`config.mk`:
```
export PLATFORM = sky130hd
export DESIGN_NAME = sensor_threshold_event_reporter
export DESIGN_NICKNAME = d
export VERILOG_FILES = /design/src/rtl/core/ster_pkg.sv /design/src/rtl/core/ster_engine.sv /design/src/rtl/core/sensor_threshold_event_reporter.sv
export SDC_FILE = /design/constraint.sdc
export NUM_CORES = 1
export LEC_CHECK = 0
export BUFFER_PORTS_ARGS = -buffer_cell sky130_fd_sc_hd__buf_2
export CORE_ASPECT_RATIO = 0.6
export CORE_UTILIZATION = 38
export DETAILED_ROUTE_END_ITERATION = 16
export SLEW_MARGIN = 15
export SYNTH_ARGS = -nofsm -noshare
export SYNTH_HDL_FRONTEND = slang
export SYNTH_SLANG_ARGS = --single-unit
```
`constraint.sdc`:
```
create_clock -name clk_i -period 8 [get_ports clk_i]
set_input_delay 0 -clock clk_i [delete_from_list [all_inputs] [get_ports clk_i]]
set_output_delay 0 -clock clk_i [all_outputs]
set_load 0.005 [all_outputs]
```
`src/rtl/core/ster_pkg.sv`:
```
// ----------------------------------------------------------------------------
// ster_pkg: shared types for the sensor threshold event reporter
// Class codes, register indices, configuration and result bundles.
// ----------------------------------------------------------------------------
`timescale 1ns / 1ps
`default_nettype none

package ster_pkg;

  localparam int unsigned SampleW   = 16;
  localparam int unsigned CfgIdxW   = 3;
  localparam int unsigned CfgDataW  = 16;
  localparam int unsigned CountW    = 9;
  localparam int unsigned HystW     = 12;   // 255 * 10 fits
  localparam int unsigned HystScale = 10;   // tenths to hundredths

  typedef enum logic [1:0] {
    CLS_NONE  = 2'd0,
    CLS_BELOW = 2'd1,
    CLS_IN    = 2'd2,
    CLS_ABOVE = 2'd3
  } class_e;

  typedef enum logic [CfgIdxW-1:0] {
    REG_LOWER     = 3'd0,
    REG_UPPER     = 3'd1,
    REG_HYST      = 3'd2,
    REG_TIME_BASE = 3'd3,
    REG_MIN_TIME  = 3'd4,
    REG_MAX_TIME  = 3'd5
  } cfg_idx_e;

  typedef struct packed {
    logic signed [SampleW-1:0] lower_threshold;
    logic signed [SampleW-1:0] upper_threshold;
    logic [7:0]                hysteresis_tenths;
    logic [7:0]                report_time_base;
    logic [7:0]                min_report_time;
    logic [7:0]                max_report_time;
  } cfg_t;

  typedef struct packed {
    class_e                    present_class;
    logic                      event_fire;
    class_e                    event_class;
    logic                      report_fire;
    logic signed [SampleW-1:0] report_value;
  } result_t;

endpackage

`default_nettype wire

```
`src/rtl/core/ster_engine.sv`:
```
// ----------------------------------------------------------------------------
// ster_engine: classification and report state
// Holds class history, last reported value and sample counter; works out the
// result for one sample combinationally and commits state on step_i.
// ----------------------------------------------------------------------------
`timescale 1ns / 1ps
`default_nettype none

module ster_engine
  import ster_pkg::*;
(
  input  wire logic                      clk_i,
  input  wire logic                      rst_ni,
  input  wire cfg_t                      cfg_i,
  input  wire logic                      cnt_load_i,
  input  wire logic [7:0]                cnt_init_i,
  input  wire logic                      step_i,
  input  wire logic signed [SampleW-1:0] sample_i,
  output      result_t                   res_o
);

  localparam int unsigned CmpW = SampleW + 2;
  localparam int unsigned DifW = SampleW + 1;

  class_e                    cur_q, cur_d;
  class_e                    prior_q, prior_d;
  logic signed [SampleW-1:0] last_q, last_d;
  logic [CountW-1:0]         cnt_q, cnt_d;

  logic signed [CmpW-1:0] v_x, lo_x, hi_x, hy_x;
  logic [HystW-1:0]       hyst;
  logic                   enabled, first, hyst_off;
  class_e                 nxt, plain;
  logic [CountW-1:0]      cnt_inc;
  logic signed [DifW-1:0] diff;
  logic [DifW-1:0]        diff_abs;
  logic                   rep, ev;

  assign hyst = HystW'(cfg_i.hysteresis_tenths) * HystW'(HystScale);
  assign v_x  = CmpW'(sample_i);
  assign lo_x = CmpW'(cfg_i.lower_threshold);
  assign hi_x = CmpW'(cfg_i.upper_threshold);
  assign hy_x = $signed({{(CmpW-HystW){1'b0}}, hyst});

  assign enabled  = (cfg_i.report_time_base != 8'd0);
  assign first    = (cur_q == CLS_NONE);
  assign hyst_off = (cfg_i.hysteresis_tenths == 8'd0);

  always_comb begin
    if (v_x < lo_x) begin
      plain = CLS_BELOW;
    end else if (v_x >= hi_x) begin
      plain = CLS_ABOVE;
    end else begin
      plain = CLS_IN;
    end
  end

  // Hysteresis holds the present class only when re-entering the prior one
  always_comb begin
    nxt = cur_q;
    if (hyst_off || first) begin
      nxt = plain;
    end else if (plain == CLS_BELOW) begin
      if (prior_q != CLS_BELOW || v_x < lo_x - hy_x) nxt = CLS_BELOW;
    end else if (plain == CLS_ABOVE) begin
      if (prior_q != CLS_ABOVE || v_x > hi_x + hy_x) nxt = CLS_ABOVE;
    end else begin
      if (prior_q != CLS_IN || v_x > lo_x + hy_x || v_x < hi_x - hy_x) nxt = CLS_IN;
    end
  end

  assign cnt_inc  = cnt_q + CountW'(1);
  assign diff     = DifW'(last_q) - DifW'(sample_i);
  assign diff_abs = diff[DifW-1] ? DifW'(-diff) : DifW'(diff);
  assign rep      = !first && (cnt_inc > CountW'(cfg_i.min_report_time)) &&
                    ((cnt_inc > CountW'(cfg_i.max_report_time)) ||
                     (diff_abs > DifW'(hyst)));
  assign ev       = enabled && !first && (nxt != cur_q);

  always_comb begin
    cur_d   = cur_q;
    prior_d = prior_q;
    last_d  = last_q;
    cnt_d   = cnt_q;
    if (step_i) begin
      if (!enabled) begin
        last_d = sample_i;
      end else begin
        if (nxt != cur_q) begin
          prior_d = cur_q;
          cur_d   = nxt;
        end
        if (first) begin
          last_d = sample_i;
          cnt_d  = CountW'(cfg_i.max_report_time);
        end else if (rep) begin
          last_d = sample_i;
          cnt_d  = '0;
        end else begin
          cnt_d  = cnt_inc;
        end
      end
    end
    // a max_report_time write reloads the counter with the value being written
    if (cnt_load_i) begin
      cnt_d = CountW'(cnt_init_i);
    end
  end

  always_comb begin
    res_o.present_class = enabled ? nxt : cur_q;
    res_o.event_fire    = ev;
    res_o.event_class   = ev ? nxt : CLS_NONE;
    res_o.report_fire   = enabled && rep;
    res_o.report_value  = (enabled && rep) ? sample_i : '0;
  end

  always_ff @(posedge clk_i or negedge rst_ni) begin
    if (!rst_ni) begin
      cur_q   <= CLS_NONE;
      prior_q <= CLS_NONE;
      last_q  <= '0;
      cnt_q   <= '0;
    end else begin
      cur_q   <= cur_d;
      prior_q <= prior_d;
      last_q  <= last_d;
      cnt_q   <= cnt_d;
    end
  end

endmodule

`default_nettype wire

```
`src/rtl/core/sensor_threshold_event_reporter.sv`:
```
// ----------------------------------------------------------------------------
// sensor_threshold_event_reporter: window comparator with hysteresis
// Classes each sample as below, in range or above a window, raises an event on
// a class change and sends status reports on time or on value movement. One
// sample is taken per clock unless in_stall_o holds the source; its result
// moves through the input register, then the result register, and is set by
// the single classify-and-report pass that lies between the two registers.
// A waiting result does not block the next sample while the input register is
// free. Configuration registers are written through a separate port that is
// always ready and should be written while no sample is in flight.
// ----------------------------------------------------------------------------
`timescale 1ns / 1ps
`default_nettype none

module sensor_threshold_event_reporter
  import ster_pkg::*;
(
  input  wire logic                       clk_i,
  input  wire logic                       rst_ni,
  // configuration write
  input  wire logic                       cfg_valid_i,
  output      logic                       cfg_ready_o,
  input  wire logic [CfgIdxW-1:0]         cfg_index_i,
  input  wire logic [CfgDataW-1:0]        cfg_data_i,
  // sample in
  input  wire logic                       in_valid_i,
  output      logic                       in_stall_o,
  input  wire logic signed [SampleW-1:0]  sample_value_i,
  // result out
  output      logic                       out_valid_o,
  input  wire logic                       out_stall_i,
  output      logic [1:0]                 present_class_o,
  output      logic                       event_fire_o,
  output      logic [1:0]                 event_class_o,
  output      logic                       report_fire_o,
  output      logic signed [SampleW-1:0]  report_value_o
);

  cfg_t                      cfg_q, cfg_d;
  logic                      cfg_we, cnt_load;
  logic                      s1_valid_q, s1_valid_d;
  logic signed [SampleW-1:0] s1_sample_q;
  logic                      out_valid_q, out_valid_d;
  result_t                   res, res_q;
  logic                      in_xfer, adv;

  assign cfg_ready_o = 1'b1;
  assign cfg_we      = cfg_valid_i && cfg_ready_o;
  assign cnt_load    = cfg_we && (cfg_idx_e'(cfg_index_i) == REG_MAX_TIME);

  always_comb begin
    cfg_d = cfg_q;
    if (cfg_we) begin
      unique case (cfg_idx_e'(cfg_index_i))
        REG_LOWER:     cfg_d.lower_threshold   = $signed(cfg_data_i);
        REG_UPPER:     cfg_d.upper_threshold   = $signed(cfg_data_i);
        REG_HYST:      cfg_d.hysteresis_tenths = cfg_data_i[7:0];
        REG_TIME_BASE: cfg_d.report_time_base  = cfg_data_i[7:0];
        REG_MIN_TIME:  cfg_d.min_report_time   = cfg_data_i[7:0];
        REG_MAX_TIME:  cfg_d.max_report_time   = cfg_data_i[7:0];
        default:       cfg_d = cfg_q;
      endcase
    end
  end

  // Stage 1 moves on whenever the result register is empty or draining
  assign adv        = s1_valid_q && (!out_valid_q || !out_stall_i);
  assign in_stall_o = s1_valid_q && out_valid_q && out_stall_i;
  assign in_xfer    = in_valid_i && !in_stall_o;

  always_comb begin
    s1_valid_d = s1_valid_q;
    if (in_xfer) begin
      s1_valid_d = 1'b1;
    end else if (adv) begin
      s1_valid_d = 1'b0;
    end
  end

  always_comb begin
    out_valid_d = out_valid_q;
    if (adv) begin
      out_valid_d = 1'b1;
    end else if (!out_stall_i) begin
      out_valid_d = 1'b0;
    end
  end

  ster_engine u_engine (
    .clk_i      (clk_i),
    .rst_ni     (rst_ni),
    .cfg_i      (cfg_q),
    .cnt_load_i (cnt_load),
    .cnt_init_i (cfg_data_i[7:0]),
    .step_i     (adv),
    .sample_i   (s1_sample_q),
    .res_o      (res)
  );

  always_ff @(posedge clk_i or negedge rst_ni) begin
    if (!rst_ni) begin
      cfg_q       <= '0;
      s1_valid_q  <= 1'b0;
      out_valid_q <= 1'b0;
    end else begin
      cfg_q       <= cfg_d;
      s1_valid_q  <= s1_valid_d;
      out_valid_q <= out_valid_d;
    end
  end

  always_ff @(posedge clk_i) begin
    if (in_xfer) begin
      s1_sample_q <= sample_value_i;
    end
    if (adv) begin
      res_q <= res;
    end
  end

  assign out_valid_o     = out_valid_q;
  assign present_class_o = res_q.present_class;
  assign event_fire_o    = res_q.event_fire;
  assign event_class_o   = res_q.event_class;
  assign report_fire_o   = res_q.report_fire;
  assign report_value_o  = res_q.report_value;

  // An event carries the class just entered
  assert property (@(posedge clk_i) disable iff (!rst_ni)
    out_valid_o && event_fire_o |-> event_class_o == present_class_o)
    else $error("event class differs from present class");

  // Neither events nor reports go out before a class exists
  assert property (@(posedge clk_i) disable iff (!rst_ni)
    out_valid_o && (event_fire_o || report_fire_o) |-> present_class_o != CLS_NONE)
    else $error("event or report without a class");

  // Input back-pressure only while a held result blocks the input register
  assert property (@(posedge clk_i) disable iff (!rst_ni)
    in_stall_o |-> out_valid_o && out_stall_i)
    else $error("input stalled without output back-pressure");

endmodule

`default_nettype wire

```
=== Yosys cells after proc, flatten, opt, wreduce, memory -nomap -nowiden ===
Cells that the tools add are included.

* $mul: 1
* Add/sub/neg operators: 7
* Mux-type cells: 22
* Equality and inequality tests: 13
* Reduce and logical (&&, ||, !) cells: 37
* Shifts and indexed selects: 0
* Bitwise operators: 0
* Div/mod/pow operators: 0
* $lt $le $gt $ge: 9

{| class="wikitable"
|+ Operators with widths
! cell !! count
|-
| two-way mux 16 bit || 3
|-
| two-way mux 9 bit || 5
|-
| adder 16 x 13 -> 17 bit || 2
|-
| > comparator 16 x 17 -> 1 bit || 2
|-
| less-than comparator 16 x 17 -> 1 bit || 2
|-
| subtractor 16 x 13 -> 17 bit || 2
|-
| > comparator 9 x 8 -> 1 bit || 2
|-
| > comparator 17 x 12 -> 1 bit || 1
|-
| two-way mux 17 bit || 1
|-
| negator 17 bit || 1
|-
| subtractor 16 x 16 -> 17 bit || 1
|-
| >= comparator 16 bit || 1
|-
| less-than comparator 16 bit || 1
|-
| two-way mux 2 bit || 8
|-
| AND reduction 2 bit || 8
|-
| multiplier 8 x 3 -> 11 bit, second input constant || 1
|-
| logical AND 1 bit || 10
|-
| adder 9 x 1 -> 9 bit, second input constant || 1
|-
| zero test 8 bit || 1
|-
| nonzero test 8 bit || 1
|-
| logical OR 1 bit || 7
|-
| equality test 3 x 2 -> 1 bit, second input constant || 2
|-
| equality test 3 bit, second input constant || 2
|-
| nonzero test 2 bit || 3
|-
| 12 further kinds || 21
|}

* Bits in latches: 0
* RAM bits: 0
* Flip-flop bits (word level): 133
* Memories: 0
* Word-level logic and storage cells: 107
* Input port bits: 40
* Output and inout port bits: 25
* ROM bits: 0

=== Depth between registers and ports, before layout ===
Gate-level depths: netlist (run 1).

* Depth in word-level cells: 11
* Gate-level depth with buffers: 26

=== Modules after synthesis ===
A second synthesis (run 1) with hierarchy kept.

* Cells, all modules: 1218
* Area total of the unflattened synthesis: 11846.4 um2

{| class="wikitable"
|+ By module, submodules not included
! module !! area an instance (um2) !! cells an instance !! times used !! sequential area each (um2)
|-
| ster_engine || 8164.1 || 1030 || 1 || 725.7
|-
| sensor_threshold_event_reporter || 3682.3 || 188 || 1 || 2792.7
|}

=== Worst setup path before layout (run 1) ===
No wires, ideal clock.

* Kind: reg-to-reg
* Start point: register cfg_q[25] (netlist name)
* End point: register res_q, in the netlist event_fire_o, data pin
* Data arrival time: 5.313 ns
* Stages on the path, launching flop included: 25
* Path slack: 2.428 ns
* Buffers on the path: 1
* Cell sequence: dfrtp_1 ha_1 ha_1 fa_1 a21o_1 a21oi_1 xnor2_1 ha_1 clkbuf_1 a21oi_1 nor2b_1 o21a_1 mux2_2 a2111oi_0 ha_1 nand3_1 nor3_1 o21ai_0 a31oi_1 o311a_1 a211oi_1 a31oi_1 o21ai_0 nor3_1 o31a_1

{| class="wikitable"
|+ RTL lines
! item !! line !! RTL
|-
| start: declaration || sensor_threshold_event_reporter.sv:39 || <nowiki>cfg_t cfg_q, cfg_d;</nowiki>
|-
| start signal: assignment || sensor_threshold_event_reporter.sv:106 || <nowiki>cfg_q <= cfg_d;</nowiki>
|-
| end signal: assignment || sensor_threshold_event_reporter.sv:117 || <nowiki>res_q <= res;</nowiki>
|-
| end: declaration || sensor_threshold_event_reporter.sv:44 || <nowiki>result_t res, res_q;</nowiki>
|}

=== Worst setup path in the final report (run 1) ===
* Start point: register cfg_q[25] (netlist name)
* End point: register u_engine.prior_q[1]

* Cells in the longest elaborated chain, start to end: 11
* Elaborated cells on any way between the ends: 23
* Classes of those cells: add/sub (4); mul (1); order compare (4); eq/ne (1); mux (6); reduce/logical (7)

{| class="wikitable"
|+ Ends and longest elaborated chain
! item !! line !! RTL
|-
| multiplier 8 x 3 -> 11 bit || ster_engine.sv:39 || <nowiki>assign hyst = HystW'(cfg_i.hysteresis_tenths) * HystW'(HystScale);</nowiki>
|-
| adder 16 x 13 -> 17 bit || ster_engine.sv:69 || <nowiki>if (prior_q != CLS_IN || v_x > lo_x + hy_x || v_x < hi_x - hy_x) nxt = CLS_IN;</nowiki>
|-
| > comparator 16 x 17 -> 1 bit || ster_engine.sv:69 ||
|-
| logical OR 1 bit (2 in series) || ster_engine.sv:69 ||
|-
| two-way mux 2 bit || ster_engine.sv:69 ||
|-
| two-way mux 2 bit || ster_engine.sv:66 || <nowiki>end else if (plain == CLS_ABOVE) begin</nowiki>
|-
| two-way mux 2 bit || ster_engine.sv:64 || <nowiki>end else if (plain == CLS_BELOW) begin</nowiki>
|-
| two-way mux 2 bit (*) || ster_engine.sv:62 || <nowiki>if (hyst_off || first) begin</nowiki>
|-
| != test 2 bit (*) || ster_engine.sv:90 || <nowiki>if (nxt != cur_q) begin</nowiki>
|-
| AND reduction 3 bit (no source line) (*) || -- ||
|-
| end signal: assignment || ster_engine.sv:127 || <nowiki>prior_q <= prior_d;</nowiki>
|-
| end: declaration || ster_engine.sv:26 || <nowiki>class_e prior_q, prior_d;</nowiki>
|}

Mark *: on every way between the ends. The rest lies on a longest branch, timed or not.
A chain may end at the register's enable or synchronous reset.

==> results of run 1 <==
per-stage QoR:
step | total power, uW | util [%] | hold slack, ns | setup WS (ns)
floorplan | 4170 | - | -0.296 | 2.43
global placement | 5160 | 41.2 | -0.0134 | 1.96
detailed placement | 5270 | 41.2 | -0.00848 | 1.86
CTS | 6220 | 44.5 | 0.0730 | 1.82
global route | 6810 | 44.5 | 0.0473 | 1.23
finish | 6270 | 44.5 | 0.0231 | 1.64
placed cells by master (no fill, tap or decap), types with 38 or more instances in the layout:
cell type,Yosys,final
xnor2_1,51,51
nand3_1,38,38
inv_1,119,119
nand2_1,115,115
ha_1,201,201
nor2_1,78,78
o21ai_0,105,105
buf_2,0,62
dfrtp_1,95,95
edfxtp_1,38,38
a21oi_1,91,91
kinds of logic (layout without fill, tap and decap cells):
family          count (synthesis)  after routing  share of synthesized area, %
fa+ha+maj                     207            207                          21.8
xor+xnor                       71             71                          5.13
mux                            39             39                          3.85
other cells                     1              1                        0.0310
buf+inv                       150            260                          4.74
compound gates                367            367                          19.8
simple gates                  387            387                          15.7
flops                         133            133                          29.0
worst max path at each step:
stage,start,endpoint,slack [ns],cells after the start
2_1_floorplan,cfg_q[25],event_fire_o,2.43,24
3_3_place_gp,s1_sample_q[1],u_engine.last_q[13],1.96,19
3_5_place_dp,cfg_q[25],u_engine.prior_q[1],1.86,24
4_1_cts,cfg_q[25],u_engine.prior_q[1],1.82,24
5_1_grt,cfg_q[25],u_engine.prior_q[1],1.23,24
6_report,cfg_q[25],u_engine.prior_q[1],1.64,24
final cells by class:
type	instances	area share, %
Clock inverter	12	1.44
Tap cell	416	3.74
Inverter	122	3.29
Sequential cell	133	25.3
Multi-Input combinational cell	1072	57.8
Timing Repair Buffer	106	5.25
Clock buffer	20	3.21
synthesized netlist by cell type, drive strengths merged (7+ instances only):
library cell	instances	area [um^2]
nor2b	21	131
xnor2	51	447
a211oi	15	123
mux2	34	417
o21bai	11	82.6
a21oi	91	455
nor4	11	75.1
a2111oi	7	80.1
nor3b	7	57.6
dfrtp	95	2380
nand2b	16	100
edfxtp	38	1140
nand3	38	190
a21o	31	233
ha	201	2510
nand4	18	113
a31oi	16	115
nand2	115	432
clkbuf	25	93.8
inv	119	447
o21ai	107	536
o21a	20	150
xor2	20	175
nor2	78	293
o211ai	16	125
and2	21	131
and3	12	75.1
or2	10	62.6
nor3	28	140
power breakdown:
part	internal, uW	total, uW	switching [uW]
combinational	1810	4300	2480
sequential	906	1090	182
clock	563	891	328
total	3280	6270	2990
sequential cells by signal, indices dropped and copies added, names as in the netlist:
register,cells
present_class_o,2
u_engine.cur_q,2
event_fire_o,1
cfg_q,64
u_engine.last_q,16
s1_sample_q,16
out_valid_o,1
u_engine.cnt_q,9
event_class_o,2
s1_valid_q,1
report_value_o,16
report_fire_o,1
u_engine.prior_q,2
worst max-delay path: stages, from the launching register on:
cell      delay (ns)
dfrtp_1         0.49
ha_1            0.34
ha_1            0.23
fa_1            0.42
a21o_1          0.21
a21oi_1         0.24
o21bai_1        0.09
a21oi_1         0.17
xnor2_1         0.23
inv_1           0.16
ha_1            0.31
inv_1           0.16
nand3_1         0.09
o211ai_1        0.25
a21oi_1         0.12
ha_1            0.45
nand4_1         0.13
a211oi_1        0.19
o22ai_1         0.10
a21oi_1         0.51
mux2i_1         0.21
o21ai_0         0.41
o211ai_1        0.26
a31o_2          0.31
a21o_1          0.17
per-layer routing:
| layer | wire (um) | vias up | track usage [%] |
|---|---|---|---|
| met1 | 19500 | 5163 | 36.9 |
| met3 | 2410 | 28 | 3.87 |
| met5 | 0 | - | 0 |
| met2 | 14600 | 342 | 30.9 |
| li1 | - | 5087 | - |
| met4 | 444 | 0 | 5.23 |
==> results.md, run 1 <==
* Status: finished clean
* Die X at 233 um
* Avg Synthesized Cell Area at 8.94 um^2
* Count of state elements after synthesis at 133
* GRT Util Overall at 22.9%
* Finished Layout Cells at 1881
* Post-Route WL at 36900 um
* Routed len/inst at 19.6 um
* Synth cell types at 75
* Longest Clk Path Bufs at 2
* Final setup skew at 0.00920 ns
* Drt drc at 0
* Multi-input logic area at 8040 um^2
* Dpl hpwl at 28700 um
* Design Area, Final at 13900 um^2
* Die Ht at 140 um
* Post_cts resized at 0
* Cts bufs inserted at 17
* Fmax at 0.157 GHz
* Synth Instances at 1355
* Hold Path Class: in -> reg
* CTS sink cnt at 133
* Setup crit end kind: flip-flop
* Number of flops mapped to enable cells by yosys at 38
* Period utilization at 79.5%
* Final setup vio count at 0
* Area delta synth->final at 14.8%
* WHS Path Cells at 3
* Placed cell area at 12900 um^2
* Die area at 32600 um^2
* Crit path launch type: flip-flop
* Routed Antenna Nets at 0
* Placer congestion estimate at 0.914
* PD cells at 451 nW/um^2
* CP arrival at 6.69 ns
* Largest net degree at the start of global routing at 65
* Reg area at 3520 um^2
* Htree depth at 4
* Worst-Skew Late Latency at 0.44 ns
* Clock root cell: clkbuf_16
* CTS tree: yes
* R2R Path End: u_engine.prior_q[1]
* Layout cells sized above 1 at 10.6%
* Final Max Tran Viols at 0
* Number of cell rows at 50
* Placed cells at 1813
* Clk slew on worst S/H paths at 0.06 ns
* Total negative setup slack at 0 ns
* IR drop worst, VDD at 0.000173 V
* Leakage at 0.00631 uW
* Critical path required time at 8.33 ns
* Slew @ Worst Pin at 1.02 ns
* Minimum clock period at 6.36 ns
* Max-slew headroom at 31.4%
* CP max FO at 7
* R2r startpoint: cfg_q[25]
* Antenna violations before repair at 1
* Core Box Area at 31300 um^2
* Max-Cap Viols at 0
* Vias in the first global route at 10100
* Antenna fix cells at 0
* Seq/Total Area, Yosys at 29.0%
* Initial core utilization at 38.7%
* DR vias at 10600
* Synth Flop Type: dfrtp_1
* Drt first pass iters at 5
* Syn nets at 1602
* Routed vias/inst at 5.65
* CP Class: reg -> reg
* First-pass GRT wire length at 57100 um
* CTS hold repair buffers at 36
* I/O Pins at 65
* Unrepaired setup endpoints after global routing: no
* Congestion Overflow GR at 0
* Worst hold path endpoint: cfg_q[25]
* DR iter-0 viols at 913
* Yosys warnings at 0
* Fill count at 3030
* Worst hold start: cfg_index_i[2]
* Setup repair bufs after CTS at 0
* Fin. Hold Viols at 0
* Worst r2r path cells at 24
* Layout Nets at 1699
* Ys async rst share at 71.4%
* Port buffer count at 63
* R2r setup slk at 1.64 ns
* Netlist Area Pre-Place at 12100 um^2
Power figures use the tool's default switching activity.
==> run 2: changes to the inputs <==
--- a/config.mk
+++ b/config.mk
@@ -5,6 +5,7 @@
 export SDC_FILE = /design/constraint.sdc
 export NUM_CORES = 1
 export LEC_CHECK = 0
+export ABC_AREA = 1
 export BUFFER_PORTS_ARGS = -buffer_cell sky130_fd_sc_hd__buf_2
 export CORE_ASPECT_RATIO = 0.6
 export CORE_UTILIZATION = 38
==> constraint.sdc (replaced) <==
create_clock -name clk_i -period 6.5 [get_ports clk_i]
set_input_delay 0 -clock clk_i [delete_from_list [all_inputs] [get_ports clk_i]]
set_output_delay 0 -clock clk_i [all_outputs]
set_load 0.005 [all_outputs]
==> run 2 against run 1 <==
Hold slack improved by 0.035 ns. Via count fell by 0.76%. Final area fell by 0.78%. Largest cell class unchanged. Non-clock buffer count rose by 6. Count of clock-buffer cells in the layout fell by 3. Clock power rose by 3.1%. Sequential share of layout area rose by 0.20 points. Sequential power rose by 21%. Clock skew fell by 0.00055 ns. Global-route usage fell by 0.22 points.
==> results.md, run 2 <==
* CP Class: reg -> reg
* Fmax at 0.164 GHz
* Synth cell types at 47
* Share of the synthesized area in the top cell type at 20.9%
* Max-Cap Viols at 0
* Largest net degree at the start of global routing at 63
* Top cell by count, worst path: nand2_1
* Slowest-stage cell, CP: o311ai_0
* CP delay by family, top: simple AND/OR/NAND/NOR gates
* Ys async rst share at 71.4%
* Final setup skew at 0.00864 ns
* Longest Clk Path Bufs at 2
* Worst Hold Margin at 0.0581 ns
* GRT Util Overall at 22.7%
* Layout Nets at 1902
* I/O Pins at 65
* Worst-Skew Late Latency at 0.45 ns
* Dpl hpwl at 28800 um
* Commonest non-fill, non-tap cells in the layout: nand2_1 (326), inv_1 (226), ha_1 (200), o21ai_0 (106), nor2_1 (99)
* Hold Path Class: in -> async
* Seq/Total Area, Yosys at 29.2%
* Drt first pass iters at 5
* Max incr delay on CP at 0.68 ns
* Routed len/inst at 17.2 um
* Status: finished clean
* R2r setup slk at 0.42 ns
* Vias in the first global route at 9857
* Finished Layout Cells at 2084
* Clk slew on worst S/H paths at 0.07 ns
* Synth area leaders: ha_1 (21%), dfrtp_1 (20%), nand2_1 (10%), edfxtp_1 (9.5%), inv_1 (7.0%)
* Total negative setup slack at 0 ns
* Clock root cell: clkbuf_16
* Fill count at 3130
* Die X at 232 um
* Slew @ Worst Pin at 1.21 ns
* Max-slew headroom at 19.0%
* IR drop worst, VDD at 0.000220 V
* R2R Path End: event_class_o[1]
* Most numerous cell in the Yosys netlist: nand2_1
* Multi-input logic area at 7560 um^2
* Count of state elements after synthesis at 133
* DR iter-0 viols at 976
* Synth cell count leaders: nand2_1 (326), inv_1 (226), ha_1 (201), o21ai_0 (107), nor2_1 (99)
* Cts bufs inserted at 17
* Critical path required time at 6.70 ns
* DR vias at 10500
* CTS tree: yes
* PD cells at 488 nW/um^2
* R2r startpoint: cfg_q[27]
* Netlist Area Pre-Place at 12000 um^2
* Reg area at 3520 um^2
* CP max FO at 6
* Unrepaired setup endpoints after global routing: no
* Antenna violations before repair at 0
* Final setup vio count at 0
* Routed Antenna Nets at 0
* Routed vias/inst at 5.06
* Htree depth at 4
* WP depth at 33
* Antenna fix cells at 0
* First-pass GRT wire length at 56100 um
* Initial core utilization at 38.7%
* Post-Route WL at 35800 um
* Synth Instances at 1550
* Period utilization at 93.6%
* Cell taking the most area after synthesis: ha_1
* Placer congestion estimate at 0.952
* Top reg by flops: cfg_q
* Setup crit end kind: flip-flop
* CP arrival at 6.28 ns
* Port buffer count at 63
* Worst setup path start: cfg_q[27]
* Placed cells at 2016
* Syn nets at 1797
* Avg Synthesized Cell Area at 7.77 um^2
* Leakage at 0.00718 uW
* CTS sink cnt at 133
* Largest register FFs at 64
* Buf+Inv Stages, Crit Path at 2
* Number of cell rows at 50
* Area delta synth->final at 14.6%
* Die area at 32400 um^2
* Yosys warnings at 0
* Core Box Area at 31200 um^2
* Final Max Tran Viols at 0
* Layout cells sized above 1 at 10.4%
* Synth Flop Type: dfrtp_1
* Congestion Overflow GR at 0
* Minimum clock period at 6.08 ns
* End of the critical path: event_class_o[1]
* Leading cell type in the layout, fill and taps excluded: nand2_1
* Fin. Hold Viols at 0
* Crit path launch type: flip-flop
* Number of flops mapped to enable cells by yosys at 38
* Drt drc at 0
* Die Ht at 140 um
* Worst r2r path cells at 33
## run 2: timing repair
action,4_1_cts,5_1_grt
buffers inserted,0,0
hold buffers,36,0
setup endpoints to repair,0,5
gates resized for setup,0,6
hold endpoints to repair,112,0
## run 2: metal layers
layer  GRT usage, %  vias to the layer above  part of all wire, %
met4           5.71                        0                  1.7
li1               -                     5335                    -
met5              0                        -                    0
met2           28.8                      282                   36
met1           37.1                     4891                   55
met3           5.05                       31                  6.6
## run 2: power breakdown
part           internal, uW  total, uW  switching (uW)
clock                   495        919             424
combinational          1620       4500            2870
sequential             1100       1320             212
total                  3220       6730            3510
## run 2: area by class of cell
cell class / count / area share (%)
Multi-Input combinational cell: 1155 / 54.7
Sequential cell: 133 / 25.5
Inverter: 236 / 6.42
Timing Repair Buffer: 112 / 5.62
Tap cell: 416 / 3.77
Clock buffer: 17 / 3.08
Clock inverter: 15 / 0.870
## run 2: how the worst min path moves through the flow
stage | startpoint | to
6_report | rst_ni | u_engine.last_q[8]
5_1_grt | rst_ni | u_engine.last_q[8]
4_1_cts | rst_ni | u_engine.last_q[8]
3_5_place_dp | rst_ni | u_engine.last_q[8]
3_3_place_gp | rst_ni | u_engine.last_q[8]
2_1_floorplan | rst_ni | cfg_q[0]
## run 2: cells by family after synthesis
logic type / count (synthesis) / synth area share (%)
and+or+nand+nor: 617 / 23.3
buffers and inverters: 262 / 8.36
xor gates and xnor gates: 74 / 5.57
DFF: 133 / 29.2
other: 1 / 0.0311
adders and majority gates: 207 / 21.9
AOI/OAI and AO/OA: 256 / 11.7
## run 2: stage by stage
step                util [%]  area, um^2  worst slack (ns)  power (uW)
floorplan                  -       12000              1.23        4460
global placement        41.3       12900             0.696        5630
detailed placement      41.3       12900             0.434        5680
CTS                     44.2       13800             0.343        6660
global route            44.3       13800            0.0368        7400
finish                  44.3       13800             0.419        6730
==> run 3: changes to the inputs <==
--- a/config.mk
+++ b/config.mk
@@ -5,9 +5,8 @@
 export SDC_FILE = /design/constraint.sdc
 export NUM_CORES = 1
 export LEC_CHECK = 0
-export ABC_AREA = 1
 export BUFFER_PORTS_ARGS = -buffer_cell sky130_fd_sc_hd__buf_2
-export CORE_ASPECT_RATIO = 0.6
+export CORE_ASPECT_RATIO = 1.1
 export CORE_UTILIZATION = 38
 export DETAILED_ROUTE_END_ITERATION = 16
 export SLEW_MARGIN = 15
==> run 3 against run 2 <==
Clock power up 2.6%. Worst setup slack worse by 0.034 ns. Total power up 9.1%. Non-clock buffer count up 7. Clock skew up 0.0017 ns. Wire length down 5.9%. First-iteration DRC count down 31%. Via count down 2.1%. Final area up 0.97%. Register-to-register slack worse by 0.03 ns. Largest cell class unchanged. Largest power group unchanged. Highest routed layer unchanged.
==> results.md, run 3 (synthesis gave the netlist of run 1 again) <==
* Status: finished clean
* Finished Layout Cells at 1898
* Fill count at 3029
* Top reg by flops: cfg_q
* Buf+Inv Stages, Crit Path at 2
* Routed Antenna Nets at 0
* Initial core utilization at 38.6%
* Post-Route WL at 33600 um
* Die area at 32600 um^2
* DR iter-0 viols at 675
* GRT busiest layer: met2
* Antenna fix cells at 0
* Setup repair bufs after CTS at 0
* Combinational share of power at 69.3%
* Final setup vio count at 0
* Clock share of power at 12.8%
* Placed cells at 1830
* Final setup margin at 0.384 ns
* P_sw at 3510 uW
* Met1 GRT Util at 29.3%
* CTS sink cnt at 133
* CP Class: reg -> reg
* Fin. Hold Viols at 0
* Clock root cell: clkbuf_16
* Max-Cap Viols at 0
* I/O Pins at 65
* DR vias at 10300
* Critical path required time at 6.83 ns
* Congestion Overflow GR at 0
* Htree depth at 4
* P_int at 3840 uW
* Leading cell type in the layout, fill and taps excluded: ha_1
* Final Max Tran Viols at 0
* Drt drc at 0
* Core Box Area at 31400 um^2
* Crit-path cells: ha_1 > ha_1 > fa_1 > a21o_1 > a21oi_1 > o21bai_1 > a21oi_1 > xnor2_1 > inv_1 > ha_1 > inv_1 > nand3_1 > o211ai_1 > a21oi_1 > ha_1 > nand4_1 > a211oi_1 > o22ai_1 > a21oi_1 > mux2i_1 > o21ai_0 > o211ai_1 > a31o_2 > a21o_1
* IR drop worst, VDD at 0.000195 V
* Slew @ Worst Pin at 1.09 ns
* Antenna violations before repair at 0
* Minimum clock period at 6.12 ns
* Port buffer count at 63
* Setup crit end kind: flip-flop
* Unrepaired setup endpoints after global routing: no
* Routed vias/inst at 5.43
* Sequential power share at 17.8%
* Largest net degree at the start of global routing at 58
* Final setup skew at 0.0104 ns
* CTS tree: yes
* Switching Share at 47.8%
* Die X at 172 um
* CP max FO at 7
* Layout Nets at 1712
* Clk slew on worst S/H paths at 0.07 ns
* Max incr delay on CP at 0.49 ns
* Worst Hold Margin at 0.0928 ns
* Placer congestion estimate at 0.918
* Total negative setup slack at 0 ns
* Period utilization at 94.1%
* Slowest-stage cell, CP: dfrtp_1
* DP Worst Slack at 0.258 ns
* GRT Util Overall at 21.4%
* Final Total Pwr at 7340 uW
* Longest Clk Path Bufs at 2
* Crit path launch type: flip-flop
* Worst setup path start: cfg_q[25]
* Number of cell rows at 68
* Routed len/inst at 17.7 um
* Dpl hpwl at 26100 um
* Cts bufs inserted at 17
* PD cells at 527 nW/um^2
* First-pass GRT wire length at 53800 um
* Drt first pass iters at 5
* Max-slew headroom at 27.6%
* GR Layer Usage met3 at 2.68%
* Hold Path Class: in -> async
* Area delta synth->final at 15.0%
* CP arrival at 6.44 ns
* Leakage at 0.00632 uW
* Layout cells sized above 1 at 11.6%
* R2r startpoint: cfg_q[25]
* Largest register FFs at 64
* Die Ht at 189 um
* Worst-Skew Late Latency at 0.44 ns
* CP delay by family, top: compound AO/OA/AOI/OAI gates
* Met2 Use GR at 34.9%
* Commonest non-fill, non-tap cells in the layout: ha_1 (201), inv_1 (119), nand2_1 (115), o21ai_0 (103), dfrtp_1 (95)
* Fmax at 0.164 GHz
* Vias in the first global route at 9975
## run 3: cell types whose count changed in the layout (fill, tap and decap cells not counted), moves of 21 or more
cell | before | now
mux2_2 | 0 | 25
nand2_1 | 326 | 115
nor2_1 | 99 | 78
inv_1 | 226 | 119
xor2_1 | 57 | 20
nand3_1 | 80 | 38
a21o_1 | 5 | 31
xnor2_1 | 12 | 51
nand2_2 | 21 | 0
nor2b_1 | 0 | 21
## run 3: final timing paths
kind                                  endpoint  slack, ns  cells past startpoint
setup / recovery           u_engine.prior_q[1]       0.38                     24
hold / removal                      s1_valid_q       0.09                      2
setup reg to reg           u_engine.prior_q[1]       0.38                     24
hold reg to reg                    out_valid_o       0.49                      1
max in group asynchronous            cfg_q[46]       5.19                      3
min in group clk_i                   cfg_q[25]       0.10                      4
## run 3: timing repair
| action | 4_1_cts | 5_1_grt |
|---|---|---|
| endpoints found under the setup margin | 0 | 5 |
| hold endpoints to repair | 116 | 0 |
| hold buffers | 36 | 0 |
| resized for setup | 0 | 5 |
## run 3: power groups by stage
| stage | registers, uW | clock network (uW) | logic (uW) |
|---|---|---|---|
| detailed placement | 1320 | 0 | 5010 |
| finish | 1310 | 943 | 5090 |
| floorplan | 1270 | 0 | 3870 |
| global placement | 1320 | 0 | 4940 |
| global route | 1340 | 989 | 5750 |
| CTS | 1310 | 961 | 5080 |
## run 3: per-stage QoR
step | util (%) | cell area (um^2)
floorplan | - | 12100
global placement | 41.4 | 13000
detailed placement | 41.4 | 13000
CTS | 44.4 | 13900
global route | 44.4 | 13900
finish | 44.4 | 13900
## run 3: metal layers
layer / part of all wire (%) / up-vias
met5: 0 / -
met4: 2.5 / 0
met3: 3.6 / 46
met2: 47 / 255
met1: 47 / 4892
li1: - / 5120
## run 3: final cells by class
type / count / area (um^2) / area share (%)
Sequential cell: 133 / 3520 / 25.2
Inverter: 122 / 458 / 3.29
Multi-Input combinational cell: 1072 / 8040 / 57.7
Clock buffer: 17 / 425 / 3.05
Tap cell: 420 / 526 / 3.77
Timing Repair Buffer: 119 / 828 / 5.94
Clock inverter: 15 / 139 / 0.997
